--- src/rtl/core/pdc_pkg.sv ---
// Package for the press duration classifier: item layouts, register indexes,
// reset values and the structs shared between the top level and the event queue.
// No dependencies.
package pdc_pkg;

  localparam int TIME_W            = 32;
  localparam int LOCKOUT_W         = 16;
  localparam int CLICK_W           = 16;
  localparam int HOLD_W            = 20;
  localparam int CFG_DATA_W        = 20;
  localparam int CFG_ADDR_W        = 2;
  localparam int EVENT_DEPTH_DEF   = 8;
  localparam int IN_TDATA_W        = 8;
  localparam int OUT_TDATA_W       = 8;

  localparam logic [LOCKOUT_W-1:0] LOCKOUT_RST    = LOCKOUT_W'(30);
  localparam logic [CLICK_W-1:0]   CLICK_MIN_RST  = CLICK_W'(50);
  localparam logic [HOLD_W-1:0]    SHORT_HOLD_RST = HOLD_W'(3000);
  localparam logic [HOLD_W-1:0]    LONG_HOLD_RST  = HOLD_W'(10000);

  // request flag bit positions
  localparam int REQ_CLICK = 0;
  localparam int REQ_SHORT = 1;
  localparam int REQ_LONG  = 2;

  typedef enum logic [CFG_ADDR_W-1:0] {
    CFG_LOCKOUT    = 2'd0,
    CFG_CLICK_MIN  = 2'd1,
    CFG_SHORT_HOLD = 2'd2,
    CFG_LONG_HOLD  = 2'd3
  } cfg_idx_t;

  // one queued level change: release flag and the tick it was seen on
  typedef struct packed {
    logic              is_release;
    logic [TIME_W-1:0] stamp;
  } event_t;

  // input item, pin_level in bit 0
  typedef struct packed {
    logic long_hold_ack;
    logic short_hold_ack;
    logic click_ack;
    logic busy_req;
    logic pin_level;
  } in_item_t;

  // result item, click_req in bit 0
  typedef struct packed {
    logic event_dropped;
    logic long_hold_ack_clear;
    logic short_hold_ack_clear;
    logic click_ack_clear;
    logic changed;
    logic long_hold_req;
    logic short_hold_req;
    logic click_req;
  } out_item_t;

  typedef struct packed {
    logic pop;
    logic push;
  } evq_ctrl_t;

  typedef struct packed {
    logic nonempty;
    logic room;   // space for a push after this cycle's pop
  } evq_stat_t;

endpackage

--- src/rtl/core/pdc_event_fifo.sv ---
// Event queue of the press duration classifier: a small circular buffer of
// timestamped press/release events with pop-before-push ordering.
// Depends on pdc_pkg.
module pdc_event_fifo #(
  parameter int DEPTH = pdc_pkg::EVENT_DEPTH_DEF
) (
  input  logic                clk,
  input  logic                rst_n,
  input  pdc_pkg::evq_ctrl_t  ctrl,
  input  pdc_pkg::event_t     push_data,
  output pdc_pkg::event_t     head_data,
  output pdc_pkg::evq_stat_t  stat
);
  import pdc_pkg::*;

  localparam int IDX_W = (DEPTH > 1) ? $clog2(DEPTH) : 1;
  localparam int CNT_W = $clog2(DEPTH + 1);
  localparam int SUM_W = CNT_W + 1;

  event_t           mem_r [DEPTH];
  logic [IDX_W-1:0] head_r, head_nxt;
  logic [CNT_W-1:0] count_r, count_nxt, count_after_pop;
  logic [SUM_W-1:0] tail_sum;
  logic [IDX_W-1:0] tail;

  assign head_data       = mem_r[head_r];
  assign count_after_pop = count_r - CNT_W'(ctrl.pop);
  assign stat.nonempty   = (count_r != '0);
  assign stat.room       = (count_after_pop < CNT_W'(DEPTH));

  // old head plus old count gives the same slot as after the pop
  assign tail_sum = SUM_W'(head_r) + SUM_W'(count_r);
  assign tail     = (tail_sum >= SUM_W'(DEPTH)) ? IDX_W'(tail_sum - SUM_W'(DEPTH))
                                                 : IDX_W'(tail_sum);

  always_comb begin
    head_nxt = head_r;
    if (ctrl.pop) begin
      head_nxt = (head_r == IDX_W'(DEPTH - 1)) ? '0 : head_r + IDX_W'(1);
    end
    count_nxt = count_after_pop + CNT_W'(ctrl.push);
  end

  always_ff @(posedge clk) begin
    if (!rst_n) begin
      head_r  <= '0;
      count_r <= '0;
    end else begin
      head_r  <= head_nxt;
      count_r <= count_nxt;
    end
  end

  always_ff @(posedge clk) begin
    if (ctrl.push) begin
      mem_r[tail] <= push_data;
    end
  end

  a_count_bound: assert property (@(posedge clk) disable iff (!rst_n)
    count_r <= CNT_W'(DEPTH))
    else $error("event queue count beyond depth");

  a_pop_nonempty: assert property (@(posedge clk) disable iff (!rst_n)
    ctrl.pop |-> count_r != '0)
    else $error("pop from empty event queue");

  a_push_room: assert property (@(posedge clk) disable iff (!rst_n)
    ctrl.push |-> stat.room)
    else $error("push into full event queue");

endmodule

--- src/rtl/core/press_duration_classifier.sv ---
// Press duration classifier: debounce lockout, event queue and click/short-hold/
// long-hold request handshake, one millisecond tick per input transfer.
// Results are registered: the input transfer is captured in the input register, then
// its result is captured in the result register.
// Throughput: one tick per cycle, the state update being a single pass of compares
// and two 32-bit subtractions. A result held by out_tready low stalls the input.
// Reset (rst_n low, synchronous) clears all control state and restores the
// register defaults; the event queue entries are not cleared.
module press_duration_classifier #(
  parameter int EVENT_DEPTH = pdc_pkg::EVENT_DEPTH_DEF
) (
  input  logic                                clk,
  input  logic                                rst_n,
  input  logic                                in_tvalid,
  output logic                                in_tready,
  // [0] pin_level, [1] busy_req, [2] click_ack, [3] short_hold_ack,
  // [4] long_hold_ack, [7:5] zero
  input  logic [pdc_pkg::IN_TDATA_W-1:0]      in_tdata,
  output logic                                out_tvalid,
  input  logic                                out_tready,
  // [0] click_req, [1] short_hold_req, [2] long_hold_req, [3] changed,
  // [4] click_ack_clear, [5] short_hold_ack_clear, [6] long_hold_ack_clear,
  // [7] event_dropped
  output logic [pdc_pkg::OUT_TDATA_W-1:0]     out_tdata,
  input  logic                                cfg_we,
  input  logic [pdc_pkg::CFG_ADDR_W-1:0]      cfg_addr,
  input  logic [pdc_pkg::CFG_DATA_W-1:0]      cfg_wdata
);
  import pdc_pkg::*;

  // configuration
  logic [LOCKOUT_W-1:0] lockout_r;
  logic [CLICK_W-1:0]   click_min_r;
  logic [HOLD_W-1:0]    short_hold_r;
  logic [HOLD_W-1:0]    long_hold_r;

  // pipeline
  logic       in_valid_r;
  in_item_t   in_item_r;
  logic       out_valid_r;
  out_item_t  out_item_r;
  out_item_t  out_item_nxt;
  logic       adv_out;
  logic       s1_fire;

  // tick state
  logic [TIME_W-1:0] ms_r, ms_nxt;
  logic [TIME_W-1:0] last_edge_r, last_edge_nxt;
  logic              prev_level_r, prev_level_nxt;
  logic [TIME_W-1:0] press_start_r, press_start_nxt;
  logic              press_valid_r, press_valid_nxt;
  logic [2:0]        req_r, req_nxt;
  logic              chg_r, chg_nxt;

  // working values
  evq_ctrl_t         evq_ctrl;
  evq_stat_t         evq_stat;
  event_t            head_ev;
  event_t            push_ev;
  logic [TIME_W-1:0] dur;
  logic [TIME_W-1:0] since_edge;
  logic [2:0]        add;
  logic [2:0]        acks;
  logic [2:0]        req_mid;
  logic              chg_mid;
  logic [2:0]        strobes;
  logic              dropped;

  pdc_event_fifo #(
    .DEPTH(EVENT_DEPTH)
  ) u_evq (
    .clk       (clk),
    .rst_n     (rst_n),
    .ctrl      (evq_ctrl),
    .push_data (push_ev),
    .head_data (head_ev),
    .stat      (evq_stat)
  );

  assign adv_out    = !out_valid_r || out_tready;
  assign s1_fire    = in_valid_r && adv_out;
  assign in_tready  = !in_valid_r || adv_out;
  assign out_tvalid = out_valid_r;
  assign out_tdata  = out_item_r;

  assign dur        = head_ev.stamp - press_start_r;
  assign since_edge = ms_r - last_edge_r;
  assign acks       = {in_item_r.long_hold_ack, in_item_r.short_hold_ack,
                       in_item_r.click_ack};
  assign push_ev    = '{is_release: in_item_r.pin_level, stamp: ms_r};

  always_comb begin
    evq_ctrl        = '0;
    press_start_nxt = press_start_r;
    press_valid_nxt = press_valid_r;
    last_edge_nxt   = last_edge_r;
    prev_level_nxt  = prev_level_r;
    ms_nxt          = ms_r;
    req_nxt         = req_r;
    chg_nxt         = chg_r;
    add             = '0;
    strobes         = '0;
    dropped         = 1'b0;

    // consume one queued event
    evq_ctrl.pop = s1_fire && !in_item_r.busy_req && evq_stat.nonempty;
    if (evq_ctrl.pop) begin
      if (!head_ev.is_release) begin
        press_start_nxt = head_ev.stamp;
        press_valid_nxt = 1'b1;
      end else if (press_valid_r) begin
        if (dur >= TIME_W'(long_hold_r)) begin
          add[REQ_LONG] = 1'b1;
        end else if (dur >= TIME_W'(short_hold_r)) begin
          add[REQ_SHORT] = 1'b1;
        end else if (dur >= TIME_W'(click_min_r)) begin
          add[REQ_CLICK] = 1'b1;
        end
        press_valid_nxt = 1'b0;
        press_start_nxt = '0;
      end
    end
    req_mid = req_r | add;
    chg_mid = chg_r || (add != '0);

    // queue a level change outside the lockout window
    if (s1_fire && (in_item_r.pin_level != prev_level_r)) begin
      prev_level_nxt = in_item_r.pin_level;
      if (since_edge >= TIME_W'(lockout_r)) begin
        last_edge_nxt = ms_r;
        if (evq_stat.room) begin
          evq_ctrl.push = 1'b1;
        end else begin
          dropped = 1'b1;
        end
      end
    end

    // request/ack handshake
    if (s1_fire) begin
      req_nxt = req_mid;
      chg_nxt = chg_mid;
      if (!in_item_r.busy_req && chg_mid) begin
        strobes = req_mid & acks;
        req_nxt = req_mid & ~strobes;
        if (req_nxt == '0) begin
          chg_nxt = 1'b0;
        end
      end
      ms_nxt = ms_r + TIME_W'(1);
    end

    out_item_nxt.click_req            = req_nxt[REQ_CLICK];
    out_item_nxt.short_hold_req       = req_nxt[REQ_SHORT];
    out_item_nxt.long_hold_req        = req_nxt[REQ_LONG];
    out_item_nxt.changed              = chg_nxt;
    out_item_nxt.click_ack_clear      = strobes[REQ_CLICK];
    out_item_nxt.short_hold_ack_clear = strobes[REQ_SHORT];
    out_item_nxt.long_hold_ack_clear  = strobes[REQ_LONG];
    out_item_nxt.event_dropped        = dropped;
  end

  always_ff @(posedge clk) begin
    if (!rst_n) begin
      lockout_r    <= LOCKOUT_RST;
      click_min_r  <= CLICK_MIN_RST;
      short_hold_r <= SHORT_HOLD_RST;
      long_hold_r  <= LONG_HOLD_RST;
    end else if (cfg_we) begin
      case (cfg_idx_t'(cfg_addr))
        CFG_LOCKOUT:    lockout_r    <= cfg_wdata[LOCKOUT_W-1:0];
        CFG_CLICK_MIN:  click_min_r  <= cfg_wdata[CLICK_W-1:0];
        CFG_SHORT_HOLD: short_hold_r <= cfg_wdata[HOLD_W-1:0];
        CFG_LONG_HOLD:  long_hold_r  <= cfg_wdata[HOLD_W-1:0];
        default: begin
        end
      endcase
    end
  end

  always_ff @(posedge clk) begin
    if (!rst_n) begin
      in_valid_r    <= 1'b0;
      out_valid_r   <= 1'b0;
      ms_r          <= '0;
      last_edge_r   <= '0;
      prev_level_r  <= 1'b1;
      press_start_r <= '0;
      press_valid_r <= 1'b0;
      req_r         <= '0;
      chg_r         <= 1'b0;
    end else begin
      if (in_tready) begin
        in_valid_r <= in_tvalid;
      end
      if (adv_out) begin
        out_valid_r <= in_valid_r;
      end
      ms_r          <= ms_nxt;
      last_edge_r   <= last_edge_nxt;
      prev_level_r  <= prev_level_nxt;
      press_start_r <= press_start_nxt;
      press_valid_r <= press_valid_nxt;
      req_r         <= req_nxt;
      chg_r         <= chg_nxt;
    end
  end

  // payload registers: hold while stalled
  always_ff @(posedge clk) begin
    if (in_tready && in_tvalid) begin
      in_item_r <= in_item_t'(in_tdata[$bits(in_item_t)-1:0]);
    end
    if (s1_fire) begin
      out_item_r <= out_item_nxt;
    end
  end

  a_req_implies_changed: assert property (@(posedge clk) disable iff (!rst_n)
    (req_r != '0) |-> chg_r)
    else $error("request pending without changed flag");

  a_strobe_clears_req: assert property (@(posedge clk) disable iff (!rst_n)
    out_valid_r |-> ((out_item_r & {1'b0, out_item_r[6:4], 1'b0, out_item_r[6:4]})
                     & 8'h07) == 8'h00)
    else $error("ack clear strobe with its request still set");

  a_state_holds_idle: assert property (@(posedge clk) disable iff (!rst_n)
    !s1_fire |=> $stable(ms_r) && $stable(req_r) && $stable(press_valid_r))
    else $error("tick state moved without a tick");

  a_busy_no_strobe: assert property (@(posedge clk) disable iff (!rst_n)
    in_item_r.busy_req |-> strobes == '0 && !evq_ctrl.pop)
    else $error("handshake or pop while consumer busy");

endmodule

--- config.mk ---
export PLATFORM = sky130hd
export DESIGN_NAME = press_duration_classifier
export DESIGN_NICKNAME = d
export VERILOG_FILES = /design/src/rtl/core/pdc_pkg.sv /design/src/rtl/core/pdc_event_fifo.sv /design/src/rtl/core/press_duration_classifier.sv
export SDC_FILE = /design/constraint.sdc
export NUM_CORES = 1
export LEC_CHECK = 0
export BUFFER_PORTS_ARGS = -buffer_cell sky130_fd_sc_hd__buf_2
export CAP_MARGIN = 25
export CORE_MARGIN = 5
export CORE_UTILIZATION = 50
export CTS_CLUSTER_SIZE = 20
export DETAILED_ROUTE_END_ITERATION = 10
export PLACE_DENSITY = 0.71
export SYNTH_ARGS = -nofsm -noshare
export SYNTH_HDL_FRONTEND = slang
export SYNTH_SLANG_ARGS = --single-unit
--- constraint.sdc ---
create_clock -name clk -period 7.1 [get_ports clk]
set_input_delay 0.355 -clock clk [delete_from_list [all_inputs] [get_ports clk]]
set_output_delay 0.355 -clock clk [all_outputs]
set_load 0.01 [all_outputs]
Word-level counts from Yosys, hierarchy flattened
Memories as Yosys holds them, arrays and structs flattened. A register that Yosys moved wholly into a read port is not among the register bits. Cells that the tools add are included.

RAM bits: 264. Memories: 1. Register bits after elaboration: 196. Input port bits: 35. Word-level logic and storage cells: 101.

Memories: u_evq.mem_r (depth 8, width 33, rd ports 1, clocked after Yosys merged registers in 1, wr ports 1, line pdc_event_fifo.sv:20) `event_t mem_r [DEPTH];`.

Order comparisons: 6. Reductions and logical operators: 22. Eq/ne operators: 6. Bitwise logic cells: 4. Muxes and demuxes: 26. $add $sub $neg: 8.

Operators by type and width (number): $ge 32x16->1 (2); $ge 32x20->1 (2); $mux 32 (2); $sub 32x32->32 (2); $add 32x1->32 const B (1); $mux 3 (9); $mux 1 (14); $reduce_and 2->1 (6); $and 3x3->3 (2); $logic_and 1x1->1 (6); $add 3x4->5 (1); $ge 5x4->1 const B (1); $add 4x1->4 (1); $eq 2x2->1 const B (2); $lt 4x4->1 const B (1); $reduce_bool 4->1 (1); $sub 4x1->4 (1); $add 3x1->3 const B (1); $eq 3x3->1 const B (1); $logic_not 1->1 (3); $logic_not 3->1 (1); $logic_or 1x1->1 (3); $not 3->3 (1); $or 3x3->3 (1); other kinds (7) (7).

Depth between registers and ports, before layout
Gate-level depths: netlist of the first run.

Word-level depth: 16. Gate-level depth with buffers: 27. Gate-level depth less buffers: 26.

Cells and area by module
Synthesis of the first run repeated with hierarchy kept, for this count alone.

Cell total of the unflattened synthesis: 2074. Area, all modules: 23543.8 sq um.

Modules (own cells, without submodules): press_duration_classifier (cells an instance 1634, instances 1, area each 13076.3 sq um); pdc_event_fifo (cells an instance 440, instances 1, area each 10467.5 sq um).

Worst setup path after synthesis of the first run
No wires, ideal clock.

Path kind: reg-to-reg. From: register ms_r[4]. To: memory u_evq.mem_r[5][0] (netlist bit), enable pin. Data arrival time: 6.175 ns. Buffers on the path: 1. Required time: 6.629 ns. Cell stages (with the launch flop): 20. Setup slack: 0.454 ns. Cells stage by stage: dfxtp_1 ha_1 a21o_1 a31o_2 o21ba_2 nor3_1 o21ai_0 a31oi_1 xnor2_1 ha_1 and4_1 a22oi_1 o2111ai_1 nor3_1 o211ai_1 nor4_1 and4b_1 a31oi_4 buf_2 nor3b_1.

Word-level cells in the longest chain between the ends: 6.

RTL lines: from (decl) (line press_duration_classifier.sv:47) `logic [TIME_W-1:0] ms_r, ms_nxt;`; from (signal assigned) (line press_duration_classifier.sv:199) `ms_r <= ms_nxt;`; $sub 32x32->32 (line press_duration_classifier.sv:87) `assign since_edge = ms_r - last_edge_r;`; $ge 32x16->1 (line press_duration_classifier.sv:129) `if (since_edge >= TIME_W'(lockout_r)) begin`; $mux 1 (line press_duration_classifier.sv:129); $mux 1 (line press_duration_classifier.sv:127) `if (s1_fire && (in_item_r.pin_level != prev_level_r)) begin`; $mux 1 (line pdc_event_fifo.sv:55) `if (ctrl.push) begin`; $mux 1 (implied by the code) (line pdc_event_fifo.sv:56) `mem_r[tail] <= push_data;`; to (decl) (line pdc_event_fifo.sv:20).

No other way between the ends.

==> qor.log, run 1 <==
INFO  finish         antenna_diode_instance_count=0
INFO  placed_design  dp_worst_setup_slack=0.786ns
INFO  die            placeableCoreArea=46300µm²
INFO  synthesis      synth_edf_count=277
INFO  sta            fmax=0.159GHz
INFO  routing        postRouteWirelength=54.7mm
INFO  pwr            clock_share_of_power=43.3%
INFO  die            placement_rows=79
INFO  placed_design  post-dp-hpwl=37.3mm
INFO  die            num_io_pins=45
INFO  grt            grt_first_pass_wirelength=86.3mm
INFO  sta            worst-slew-pin-transition=1.05ns
INFO  die            floorplan.die.width=226µm
INFO  synthesis      post_synthesis_net_count=2264
INFO  routing        detailed_router_iteration_count_before_antenna_repair=7
INFO  synthesis      ys_async_sr_fraction=0%
INFO  finish         drive_gt1_share=12.8%
INFO  synthesis      netlist_area=23300µm²
INFO  routing        num_vias=16000
INFO  worst_setup_path slowest_delay=0.56ns
INFO  flow_run       max-cap-violations=0
INFO  sta            finalClockSkew=0.0203ns
INFO  worst_setup_path cp_num_buf_inv=1
INFO  worst_setup_path worstSetupPathDepth=22
INFO  sta            slew_headroom=30.1%
INFO  synthesis      dominantRegCellSynth=sky130_fd_sc_hd__edfxtp_1
INFO  grt            number_of_global_route_vias_before_repair=15900
INFO  clock_tree     htree_num_levels=2
INFO  synthesis      synth_cell_type_count=88
INFO  clock_tree     cts_buffer_depth=3
INFO  routing        detail_route.wl_per_cell=19.8µm
INFO  routing        vias_per_cell=5.79
INFO  die            die-height=226µm
INFO  clock_tree     cts.repair_timing.setup_buffer_count=0
INFO  worst_setup_path worst-endpoint-arrival=6.60ns
INFO  routing        count_of_antenna_violating_nets_left_after_detailed_routing=0
INFO  synthesis      yosysWarnings=0
INFO  routing        drc=0
INFO  sta            timing_max_transition_violations_final=0
INFO  grt            grt_start_max_net_pins=73
INFO  pwr            irDropWorstVdd=0.174mV
INFO  worst_setup_path timing.critical_path.max_delay_family=compound AO/OA/AOI/OAI gates
INFO  clock_tree     post_cts_hold_buffer_count=8
INFO  pwr            share_of_power_burned_in_registers=48.9%
INFO  worst_setup_path critical_path_peak_fanout=18
INFO  synthesis      synth_seq_cells=463
INFO  synthesis      postSynthAreaPerCell=11.2µm²
INFO  clock_tree     cts_buffers=47
INFO  grt            grt_antenna_before_repair=0
INFO  clock_tree     cts_num_sinks=463
INFO  clock_tree     ctsRootBufferMaster=sky130_fd_sc_hd__clkbuf_16
INFO  pwr            power.internal=4540µW
INFO  sta            layout_worst_path_cycle_share=88.4%
INFO  sta            setup_ws=0.825ns
INFO  placed_design  place_congestion=0.876
INFO  grt            grt_use_total=21.4%
INFO  clock_tree     clk-insertion-delay-late=0.58ns
INFO  pwr            comb_power_share=7.9%
INFO  worst_setup_path worstRegToRegCells=22
INFO  die            die_area=51000µm²
INFO  worst_setup_path path_class=register to register
INFO  pwr            switchingPower=1330µW
INFO  finish         final_nets=2297
INFO  placed_design  numPortBuffers=41
INFO  worst_setup_path cp-end-kind=register
INFO  sta            hold_viol_final=0
INFO  sta            number_of_setup_violations_in_the_final_report=0
INFO  finish         final_cells=2762
INFO  pwr            static_leakage_power=0.00919µW
INFO  finish         layout.cells.most_common=sky130_fd_sc_hd__nand2_1
INFO  hold_path      worst_hold_path.num_cells=3
INFO  worst_setup_path sequence_of_cells_on_the_critical_path=buf_4 -> mux4_2 -> mux2_2 -> ha_1 -> o211a_1 -> o31a_1 -> nor3_1 -> o21a_1 -> o21bai_1 -> a21oi_1 -> xnor2_1 -> ha_1 -> a21oi_1 -> o21ai_0 -> a22oi_1 -> o21ai_0 -> a221oi_1 -> nand3_1 -> nand4bb_1 -> o31ai_4 -> nor2_1 -> and3_1
INFO  routing        drtIter0Drc=1232
INFO  finish         fillers=3778
INFO  finish         mostFrequentLayoutCells=sky130_fd_sc_hd__nand2_1, sky130_fd_sc_hd__edfxtp_1, sky130_fd_sc_hd__dfxtp_1, sky130_fd_sc_hd__inv_1, sky130_fd_sc_hd__a21oi_1
INFO  pwr            powerDensity=227nW/µm²
INFO  status         outcome=complete, no violations
INFO  worst_setup_path slowest_stage=sky130_fd_sc_hd__dfxtp_4
INFO  worst_setup_path worstSetupStartpointType=register
INFO  synthesis      synth_sequential_area_ratio=51.7%
INFO  clock_tree     post_cts_sizing=0
INFO  clock_tree     cts_tree=done
INFO  synthesis      postSynthCellCount=2085
INFO  sta            timing.setup.tns=0ns
INFO  sta            rsz_0062_raised_after_global_routing=no
INFO  worst_setup_path timing.critical_path.required=7.43ns
INFO  placed_design  dp.cells=2666
INFO  sta            period_minus_slack=6.27ns
INFO  clock_tree     clk_transition_reported_paths=0.07ns
INFO  pwr            power.share.switching=22.7%
INFO  finish         areaGrowthSynthToFinish=10.9%
INFO  die            start_util=50.3%
INFO  grt            gr-total-overflow=0
INFO  hold_path      hp-class=input pin to register
## power by group through the flow
stage	registers, µW	clock network, µW	logic (µW)
final	2870	2540	461
after global routing	2870	2690	510
after CTS	2870	2580	460
after detailed placement	2930	0	454
after global placement	2930	0	440
after floorplan	2920	0	317
## cell families (layout without fill, tap and decap cells)
logic type,Yosys count,in the layout,share of synthesized area [%]
simple gates,602,602,11.8
flops,463,463,51.7
compound gates,406,406,11.9
buf+inv,255,325,4.20
fa+ha+maj,145,145,7.88
mux,136,136,9.57
xor+xnor,78,78,2.93
## state kept, by name, indices dropped and copies added, names as in the netlist, named ones only
register,flops
u_evq.mem_r,264
last_edge_r,32
ms_r,32
press_start_r,32
long_hold_r,20
short_hold_r,20
click_min_r,16
lockout_r,16
out_tdata,8
u_evq.count_r,4
acks,3
req_r,3
u_evq.head_r,3
in_item_r,2
chg_r,1
in_valid_r,1
out_tvalid,1
press_valid_r,1
prev_level_r,1
## metal layers
metal  vias to the layer above  routed length, µm  track usage [%]
met3                       110               2750             2.66
met2                       394              26600             35.8
li1                       7662                  -                -
met1                      7829              23400             28.8
met5                         -                  0                0
met4                         0               1950             8.02
## Yosys cell counts, types with 14 or more instances
library cell                 n  area share, %
sky130_fd_sc_hd__dfxtp_1   186             16
sky130_fd_sc_hd__clkbuf_1   68            1.1
sky130_fd_sc_hd__o21a_1     15           0.48
sky130_fd_sc_hd__nor3_1     25           0.54
sky130_fd_sc_hd__nand3_1    33           0.71
sky130_fd_sc_hd__mux2i_1    38            1.6
sky130_fd_sc_hd__nand4_1    27           0.73
sky130_fd_sc_hd__o21ai_0    51            1.1
sky130_fd_sc_hd__nand2b_1   14           0.38
sky130_fd_sc_hd__a21oi_1   142            3.1
sky130_fd_sc_hd__inv_1     162            2.6
sky130_fd_sc_hd__o211ai_1   28           0.90
sky130_fd_sc_hd__nand2_1   281            4.5
sky130_fd_sc_hd__a21o_1     29           0.94
sky130_fd_sc_hd__xor2_1     44            1.7
sky130_fd_sc_hd__a22oi_1    34            1.1
sky130_fd_sc_hd__and3_1     19           0.51
sky130_fd_sc_hd__ha_1      141            7.6
sky130_fd_sc_hd__xnor2_1    34            1.3
sky130_fd_sc_hd__mux4_2     66            6.4
sky130_fd_sc_hd__nor2_1    129            2.1
sky130_fd_sc_hd__mux2_2     32            1.5
sky130_fd_sc_hd__edfxtp_1  277             36
sky130_fd_sc_hd__a211oi_1   16           0.52
## worst register-to-register path, cell delays in order (launching register included)
cell and delay [ns]:
sky130_fd_sc_hd__dfxtp_4 0.56, sky130_fd_sc_hd__buf_4 0.33, sky130_fd_sc_hd__mux4_2 0.53, sky130_fd_sc_hd__mux2_2 0.31, sky130_fd_sc_hd__ha_1 0.36, sky130_fd_sc_hd__o211a_1 0.16
sky130_fd_sc_hd__o31a_1 0.26, sky130_fd_sc_hd__nor3_1 0.09, sky130_fd_sc_hd__o21a_1 0.22, sky130_fd_sc_hd__o21bai_1 0.13, sky130_fd_sc_hd__a21oi_1 0.09, sky130_fd_sc_hd__xnor2_1 0.37
sky130_fd_sc_hd__ha_1 0.33, sky130_fd_sc_hd__a21oi_1 0.13, sky130_fd_sc_hd__o21ai_0 0.15, sky130_fd_sc_hd__a22oi_1 0.20, sky130_fd_sc_hd__o21ai_0 0.19, sky130_fd_sc_hd__a221oi_1 0.54
sky130_fd_sc_hd__nand3_1 0.22, sky130_fd_sc_hd__nand4bb_1 0.30, sky130_fd_sc_hd__o31ai_4 0.28, sky130_fd_sc_hd__nor2_1 0.09, sky130_fd_sc_hd__and3_1 0.18
## area by class of cell
cell class / count / area, µm² / area share (%)
flip-flops and latches: 463 / 12000 / 46.7
multi-input cells: 1367 / 10300 / 39.9
clock buffers: 59 / 1290 / 5.01
well taps: 607 / 759 / 2.94
inverters: 164 / 618 / 2.39
repair buffers: 75 / 524 / 2.03
clock inverters: 27 / 288 / 1.11
## final timing paths
check	start	to	slack, ns
max reg2reg	register	out_tdata[4]	0.83
max	register	out_tdata[4]	0.83
min	cfg_wdata[18]	long_hold_r[18]	0.04
min reg2reg	long_hold_r[6]	long_hold_r[6]	0.45
## through the flow
stage               hold WS (ns)  utilization [%]  instance area (µm²)  power (µW)
floorplan                  0.435                -                23300        3240
global placement           0.441             52.1                24100        3370
detailed placement         0.447             52.1                24100        3380
CTS                      0.00130             55.7                25800        5910
global route              0.0491             55.8                25800        6070
finish                    0.0377             55.8                25800        5870
Note: power is estimated with default switching activity, not from simulation.
==> run 2: changes to the inputs <==
Settings changed: ABC_AREA set to 1.
==> run 2 against run 1 <==
  * Total power up 12%
  * Utilization decreased by 0.073 points
  * Largest power group unchanged
  * Hold slack better by 0.0010 ns
  * Synthesized cell count up 37%
  * Highest routed layer unchanged
  * Non-clock buffer count unchanged
  * Clock-buffer cell count rose by 9
  * Wire length is 7.0% higher
  * Combinational power grew to 2.5 times the previous value
  * Flip-flop and latch count unchanged
  * Cell count grew 28%
==> qor.log, run 2 <==
INFO  status         outcome=complete, no violations [unchanged]
INFO  synthesis      yosysWarnings=0 [unchanged]
INFO  worst_setup_path cp-end-kind=register [unchanged]
INFO  grt            number_of_global_route_vias_before_repair=18300 [was 15900]
INFO  synthesis      synthTopCellsByCount=sky130_fd_sc_hd__nand2_1, sky130_fd_sc_hd__nor2_1, sky130_fd_sc_hd__inv_1 [was sky130_fd_sc_hd__nand2_1, sky130_fd_sc_hd__edfxtp_1, sky130_fd_sc_hd__dfxtp_1]
INFO  finish         multi_input_gate_area_in_the_final_layout=10200µm² [was 10300 µm²]
INFO  placed_design  detailed_place.area=24800µm² [was 24100 µm²]
INFO  sta            slew_headroom=31.4% [was 30.1%]
INFO  sta            rsz_0062_raised_after_global_routing=no [unchanged]
INFO  routing        count_of_antenna_violating_nets_left_after_detailed_routing=0 [unchanged]
INFO  worst_setup_path worstRegToRegCells=31 [was 22]
INFO  clock_tree     post_cts_sizing=0 [unchanged]
INFO  finish         largest_register_ff_count=264 [unchanged]
INFO  placed_design  post-dp-hpwl=41.6mm [was 37.3 mm]
INFO  hold_path      hp-class=input pin to register [unchanged]
INFO  synthesis      post_synthesis_net_count=3027 [was 2264]
INFO  synthesis      synth_seq_cells=463 [unchanged]
INFO  sta            period_minus_slack=5.80ns [was 6.27 ns]
INFO  routing        detailed_router_iteration_count_before_antenna_repair=8 [was 7]
INFO  sta            number_of_setup_violations_in_the_final_report=0 [unchanged]
INFO  grt            grt_antenna_before_repair=0 [unchanged]
INFO  placed_design  numPortBuffers=41 [unchanged]
INFO  grt            gr-total-overflow=0 [unchanged]
INFO  finish         layout.cells.most_common=sky130_fd_sc_hd__nand2_1 [unchanged]
INFO  finish         final_nets=3052 [was 2297]
INFO  worst_setup_path worst-endpoint-arrival=6.16ns [was 6.60 ns]
INFO  die            floorplan.die.width=229µm [was 226 µm]
INFO  finish         final_cells=3528 [was 2762]
INFO  worst_setup_path timing.critical_path.mode_cell=sky130_fd_sc_hd__nand2_1
INFO  grt            grt_use_total=21.9% [was 21.4%]
INFO  finish         post-route-cell-area=26500µm² [was 25800 µm²]
INFO  synthesis      postSynthAreaPerCell=8.41µm² [was 11.2 µm²]
INFO  sta            setup_ws=1.30ns [was 0.825 ns]
INFO  clock_tree     cts_num_sinks=463 [unchanged]
INFO  die            placeableCoreArea=47500µm² [was 46300 µm²]
INFO  clock_tree     cts_buffer_depth=3 [unchanged]
INFO  die            start_util=50.4% [was 50.3%]
INFO  grt            grt_first_pass_wirelength=94.0mm [was 86.3 mm]
INFO  sta            timing_max_transition_violations_final=0 [unchanged]
INFO  synthesis      post-synth-top-count-cell=sky130_fd_sc_hd__nand2_1 [unchanged]
INFO  routing        postRouteWirelength=58.5mm [was 54.7 mm]
INFO  worst_setup_path slowest_delay=0.55ns [was 0.56 ns]
INFO  worst_setup_path worstSetupStartpointType=register [unchanged]
INFO  clock_tree     ctsRootBufferMaster=sky130_fd_sc_hd__clkbuf_16 [unchanged]
INFO  pwr            irDropWorstVdd=0.206mV [was 0.174 mV]
INFO  die            die-height=229µm [was 226 µm]
INFO  clock_tree     clk_transition_reported_paths=0.06ns [was 0.07 ns]
INFO  pwr            static_leakage_power=0.0110µW [was 0.00919 µW]
INFO  worst_setup_path slowest_stage=sky130_fd_sc_hd__dfxtp_4 [unchanged]
INFO  synthesis      dominantRegCellSynth=sky130_fd_sc_hd__edfxtp_1 [unchanged]
INFO  sta            fmax=0.172GHz [was 0.159 GHz]
INFO  sta            hold_viol_final=0 [unchanged]
INFO  flow_run       max-cap-violations=0 [unchanged]
INFO  die            die_area=52400µm² [was 51000 µm²]
INFO  placed_design  dp.cells=3431 [was 2666]
INFO  die            placement_rows=80 [was 79]
INFO  worst_setup_path crit_path_end=out_tdata[2] [was out_tdata[4]]
INFO  synthesis      netlist_area=24000µm² [was 23300 µm²]
INFO  finish         antenna_diode_instance_count=0 [unchanged]
INFO  clock_tree     htree_num_levels=2 [unchanged]
INFO  routing        vias_per_cell=5.42 [was 5.79]
INFO  sta            layout_worst_path_cycle_share=81.7% [was 88.4%]
INFO  synthesis      ys_async_sr_fraction=0% [unchanged]
INFO  clock_tree     cts_buffers=48 [was 47]
INFO  clock_tree     clk-insertion-delay-late=0.60ns [was 0.58 ns]
INFO  die            num_io_pins=45 [unchanged]
INFO  sta            worst-slew-pin-transition=1.02ns [was 1.05 ns]
INFO  synthesis      synth.top_cell.area_share=34.7% [was 35.7%]
INFO  finish         areaGrowthSynthToFinish=10.6% [was 10.9%]
INFO  finish         top_register=u_evq.mem_r [unchanged]
INFO  synthesis      synth_sequential_area_ratio=50.3% [was 51.7%]
INFO  synthesis      synth_cell_type_count=48 [was 88]
INFO  sta            finalClockSkew=0.0307ns [was 0.0203 ns]
INFO  routing        num_vias=19100 [was 16000]
INFO  worst_setup_path timing.critical_path.required=7.45ns [was 7.43 ns]
INFO  routing        detail_route.wl_per_cell=16.6µm [was 19.8 µm]
INFO  placed_design  dp_worst_setup_slack=1.34ns [was 0.786 ns]
INFO  sta            timing.setup.tns=0ns [unchanged]
INFO  finish         drive_gt1_share=6.42% [was 12.8%]
INFO  worst_setup_path r2r_slack=1.30ns [was 0.83 ns]
INFO  finish         fillers=4159 [was 3778]
INFO  hold_path      timing.hold.worst.start=in_tvalid [was cfg_wdata[18]]
INFO  synthesis      netlist.top_cell.by_area=sky130_fd_sc_hd__edfxtp_1 [unchanged]
INFO  finish         mostFrequentLayoutCells=sky130_fd_sc_hd__nand2_1, sky130_fd_sc_hd__nor2_1, sky130_fd_sc_hd__inv_1, sky130_fd_sc_hd__edfxtp_1, sky130_fd_sc_hd__o21ai_0 [was sky130_fd_sc_hd__nand2_1, sky130_fd_sc_hd__edfxtp_1, sky130_fd_sc_hd__dfxtp_1, sky130_fd_sc_hd__inv_1, sky130_fd_sc_hd__a21oi_1]
INFO  synthesis      synth.area.top_cells=sky130_fd_sc_hd__edfxtp_1, sky130_fd_sc_hd__dfxtp_1, sky130_fd_sc_hd__nand2_1, sky130_fd_sc_hd__ha_1, sky130_fd_sc_hd__nor2_1 [was sky130_fd_sc_hd__edfxtp_1, sky130_fd_sc_hd__dfxtp_1, sky130_fd_sc_hd__ha_1, sky130_fd_sc_hd__mux4_2, sky130_fd_sc_hd__nand2_1]
INFO  placed_design  place_congestion=0.948 [was 0.876]
INFO  finish         final-seq-area=12000µm² [unchanged]
INFO  synthesis      synth_edf_count=277 [unchanged]
INFO  worst_setup_path critical_path_peak_fanout=44 [was 18]
INFO  hold_path      worst_hold_path.num_cells=3 [unchanged]
INFO  pwr            powerDensity=249nW/µm² [was 227 nW/µm²]
INFO  synthesis      postSynthCellCount=2848 [was 2085]
INFO  routing        drtIter0Drc=1445 [was 1232]
INFO  worst_setup_path worstReg2RegEnd=out_tdata[2] [was out_tdata[4]]
INFO  clock_tree     cts_tree=done [unchanged]
INFO  grt            grt_start_max_net_pins=68 [was 73]
INFO  routing        drc=0 [unchanged]
INFO  worst_setup_path path_class=register to register [unchanged]
==> run 2: cell count changes after synthesis, sizes merged, moves of 32 or more <==
cell	before	now
nor2	129	432
nand2	281	509
inv	164	372
o21ai	53	245
a21oi	143	235
nand3	33	112
mux4	66	0
mux2i	38	0
a22oi	34	0
mux2	32	0
o22ai	2	34
==> run 2: how the worst min path moves through the flow <==
stage	to	slack [ns]
after global placement	long_hold_r[15]	0.45
after CTS	out_tvalid	0.003
final	in_valid_r	0.04
after detailed placement	press_start_r[17]	0.45
after floorplan	click_min_r[10]	0.44
after global routing	short_hold_r[8]	0.04
==> run 2: logic make-up (layout without fill, tap and decap cells) <==
family	count (synthesis)	count (layout)	share of synthesized area, %
AO/OA/AOI/OAI	595	595	13.4
XOR/XNOR	53	53	1.94
adder cells (fa/ha/maj)	144	144	7.61
buffers and inverters	472	537	7.60
flip-flops	463	463	50.3
AND/OR/NAND/NOR	1121	1121	19.2
==> run 2: where the power goes <==
part,switching [µW],internal (µW)
Combinational,762,402
Clock,1050,1470
Sequential,28.8,2880
==> run 2: per-stage QoR <==
stage / util, % / total power [µW] / hold slack (ns)
6_report: 55.7 / 6590 / 0.0387
5_1_grt: 55.7 / 6930 / 0.0351
4_1_cts: 55.7 / 6630 / 0.00332
3_5_place_dp: 52.2 / 4120 / 0.453
3_3_place_gp: 52.1 / 4080 / 0.446
2_1_floorplan: - / 3810 / 0.435
==> run 2: repair_timing <==
item	in CTS	in global routing
hold buffers	7	0
endpoints found under the hold margin	7	0
setup buffers	0	0
==> run 2: per-layer routing <==
metal,up-vias,track usage (%),part of all wire [%]
met5,-,0,0
met4,0,6.13,2.3
met3,94,3.18,5.3
met2,529,38.3,48
met1,8961,28.5,44
li1,9549,-,-
==> run 2: worst max-delay path, delay by kind of cell (launching register included) <==
kind	cells	cell delay [ns]
AND/OR/NAND/NOR	19	2.21
buffers and inverters	4	1.12
adder cells (fa/ha/maj)	2	0.70
AO/OA/AOI/OAI	5	0.61
flip-flops	1	0.55
XOR/XNOR	1	0.33
==> run 2: cell type report <==
| class | count | share of cell area, % |
|---|---|---|
| flip-flops and latches | 463 | 45.5 |
| multi-input cells | 1913 | 38.4 |
| inverters | 372 | 5.27 |
| clock buffers | 68 | 5.20 |
| well taps | 615 | 2.90 |
| repair buffers | 75 | 1.91 |
| clock inverters | 22 | 0.873 |
==> run 3: changes to the inputs <==
Clock period 7.1 ns to 4.9 ns, I/O delays scaled along.
==> run 3 against run 2 <==
  * Sequential power up 45%
  * Combinational power up 67%
  * Register-to-register slack worse by 1.2 ns
  * Clock power up 48%
  * Die area unchanged
  * Critical path type unchanged
  * Largest power group unchanged
  * Highest routed layer unchanged
==> qor.log, run 3 (synthesis gave the netlist of run 2 again) <==
INFO  placed_design  detailed_place.area=25400µm² [was 24800 µm²]
INFO  clock_tree     cts_tree=done [unchanged]
INFO  clock_tree     cts_num_sinks=463 [unchanged]
INFO  grt            grt_start_max_net_pins=70 [was 68]
INFO  pwr            static_leakage_power=0.0118µW [was 0.0110 µW]
INFO  die            die_area=52400µm² [unchanged]
INFO  grt            gr-total-overflow=0 [unchanged]
INFO  routing        postRouteWirelength=62.9mm [was 58.5 mm]
INFO  finish         post-route-cell-area=28200µm² [was 26500 µm²]
INFO  placed_design  post-dp-hpwl=42.4mm [was 41.6 mm]
INFO  clock_tree     clk_transition_reported_paths=0.06ns [about the same]
INFO  die            die-height=229µm [unchanged]
INFO  sta            final.hold.worst_slack=0.0528ns [was 0.0387 ns]
INFO  sta            worst-slew-pin-transition=0.960ns [was 1.02 ns]
INFO  routing        vias_per_cell=5.43 [was 5.42]
INFO  sta            timing.setup.tns=0ns [unchanged]
INFO  worst_setup_path timing.critical_path.mode_cell=sky130_fd_sc_hd__nand2_1 [unchanged]
INFO  grt            number_of_global_route_vias_before_repair=18700 [was 18300]
INFO  worst_setup_path slowest_stage=sky130_fd_sc_hd__dfxtp_4 [unchanged]
INFO  sta            period_minus_slack=4.76ns [was 5.80 ns]
INFO  finish         antenna_diode_instance_count=0 [unchanged]
INFO  grt            grt_first_pass_wirelength=96.1mm [was 94.0 mm]
INFO  finish         mostFrequentLayoutCells=sky130_fd_sc_hd__nand2_1, sky130_fd_sc_hd__nor2_1, sky130_fd_sc_hd__inv_1, sky130_fd_sc_hd__edfxtp_1, sky130_fd_sc_hd__o21ai_0 [unchanged]
INFO  die            placeableCoreArea=47500µm² [unchanged]
INFO  status         outcome=complete, no violations [unchanged]
INFO  routing        detailed_router_iteration_count_before_antenna_repair=5 [was 8]
INFO  sta            layout_worst_path_cycle_share=97.0% [was 81.7%]
INFO  clock_tree     ctsRootBufferMaster=sky130_fd_sc_hd__clkbuf_16 [unchanged]
INFO  finish         areaGrowthSynthToFinish=17.7% [was 10.6%]
INFO  finish         final_nets=3181 [was 3052]
INFO  worst_setup_path critical_path_peak_fanout=17 [was 44]
INFO  worst_setup_path timing.critical_path.required=5.25ns [was 7.45 ns]
INFO  grt            grt_antenna_before_repair=1 [was 0]
INFO  routing        drtIter0Drc=1686 [was 1445]
INFO  finish         largest_register_ff_count=264 [unchanged]
INFO  worst_setup_path cp_num_buf_inv=4 [unchanged]
INFO  sta            hold_viol_final=0 [unchanged]
INFO  pwr            irDropWorstVdd=0.266mV [was 0.206 mV]
INFO  pwr            powerDensity=351nW/µm² [was 249 nW/µm²]
INFO  worst_setup_path worst-endpoint-arrival=5.10ns [was 6.16 ns]
INFO  clock_tree     clk-insertion-delay-late=0.59ns [was 0.60 ns]
INFO  grt            grt_use_total=22.4% [was 21.9%]
INFO  routing        num_vias=19900 [was 19100]
INFO  sta            finalClockSkew=0.0177ns [was 0.0307 ns]
INFO  placed_design  numPortBuffers=41 [unchanged]
INFO  routing        detail_route.wl_per_cell=17.2µm [was 16.6 µm]
INFO  pwr            power.internal=7100µW [was 4760 µW]
INFO  pwr            comb_power_share=19.6% [was 17.7%]
INFO  flow_run       max-cap-violations=0 [unchanged]
INFO  die            placement_rows=80 [unchanged]
INFO  placed_design  place_congestion=0.968 [was 0.948]
INFO  die            start_util=50.4% [unchanged]
INFO  sta            fmax=0.210GHz [was 0.172 GHz]
INFO  clock_tree     htree_num_levels=2 [unchanged]
INFO  die            num_io_pins=45 [unchanged]
INFO  finish         fillers=3919 [was 4159]
INFO  routing        count_of_antenna_violating_nets_left_after_detailed_routing=0 [unchanged]
INFO  worst_setup_path worstSetupStartpointType=register [unchanged]
INFO  hold_path      hp-class=input pin to register [unchanged]
INFO  finish         top_register=u_evq.mem_r [unchanged]
INFO  sta            number_of_setup_violations_in_the_final_report=0 [unchanged]
INFO  finish         layout.cells.most_common=sky130_fd_sc_hd__nand2_1 [unchanged]
INFO  sta            rsz_0062_raised_after_global_routing=yes [was no]
INFO  clock_tree     cts_buffers=48 [unchanged]
INFO  routing        drc=0 [unchanged]
INFO  worst_setup_path slowest_delay=0.39ns [was 0.55 ns]
INFO  pwr            switchingPower=2790µW [was 1840 µW]
INFO  die            floorplan.die.width=229µm [unchanged]
INFO  sta            timing_max_transition_violations_final=0 [unchanged]
INFO  pwr            clock_share_of_power=37.8% [was 38.2%]
INFO  worst_setup_path cp-end-kind=register [unchanged]
INFO  finish         drive_gt1_share=11.9% [was 6.42%]
INFO  pwr            power.share.switching=28.2% [was 27.9%]
INFO  sta            slew_headroom=35.5% [was 31.4%]
INFO  clock_tree     cts_buffer_depth=3 [unchanged]
INFO  pwr            share_of_power_burned_in_registers=42.6% [was 44.1%]
INFO  worst_setup_path timing.critical_path.max_delay_family=simple AND/OR/NAND/NOR gates [unchanged]
INFO  worst_setup_path path_class=register to register [unchanged]
## run 3: repair_timing
item                       4_1_cts  5_1_grt
setup buffers                    0       36
setup endpoints to repair        0       84
hold buffers                    25        0
hold endpoints to repair        46        0
gates resized for setup          0       96
## run 3: layout make-up
| class | count | area [µm²] | area share [%] |
|---|---|---|---|
| sequential | 463 | 12100 | 42.7 |
| multi-input combinational | 1913 | 10600 | 37.6 |
| timing repair buffer | 204 | 1730 | 6.15 |
| inverter | 372 | 1410 | 4.99 |
| clock buffer | 62 | 1360 | 4.81 |
| tap | 615 | 769 | 2.73 |
| clock inverter | 27 | 269 | 0.954 |
## run 3: final timing paths
check / from / to / slack, ns / cells after the start
min: cfg_wdata[6] / long_hold_r[6] / 0.05 / 3
min reg2reg: press_start_r[13] / press_start_r[13] / 0.46 / 2
max: register / out_tdata[3] / 0.14 / 34
max reg2reg: register / out_tdata[3] / 0.14 / 34
## run 3: through the flow
stage	total power [µW]	cells	util, %	setup WS (ns)
6_report	9890	3656	59.3	0.145
5_1_grt	10400	3656	59.3	-0.209
4_1_cts	9780	3614	57.4	0.00710
3_5_place_dp	6050	3500	53.4	0.0382
3_3_place_gp	6000	3500	53.4	0.117
2_1_floorplan	5510	2848	-	0.155
## run 3: routing by layer
layer  track usage [%]  part of all wire [%]
met5                 0                     0
met4              6.65                   3.0
met3              3.37                   6.4
met2              38.8                    49
met1              29.4                    42
## run 3: worst register-to-register path: cells and delay by family (launching register included)
| kind | cells | cell delay, ns |
|---|---|---|
| AO/OA/AOI/OAI | 3 | 0.38 |
| XOR/XNOR | 1 | 0.21 |
| adder cells (fa/ha/maj) | 2 | 0.61 |
| buffers and inverters | 4 | 0.61 |
| flip-flops | 1 | 0.39 |
| AND/OR/NAND/NOR | 24 | 2.30 |
## run 3: power groups by stage
stage / Clock [µW] / Sequential [µW] / Combinational [µW]
2_1_floorplan: 0 / 4290 / 1230
3_3_place_gp: 0 / 4290 / 1700
3_5_place_dp: 0 / 4300 / 1760
4_1_cts: 3790 / 4210 / 1780
5_1_grt: 3970 / 4220 / 2180
6_report: 3740 / 4210 / 1940
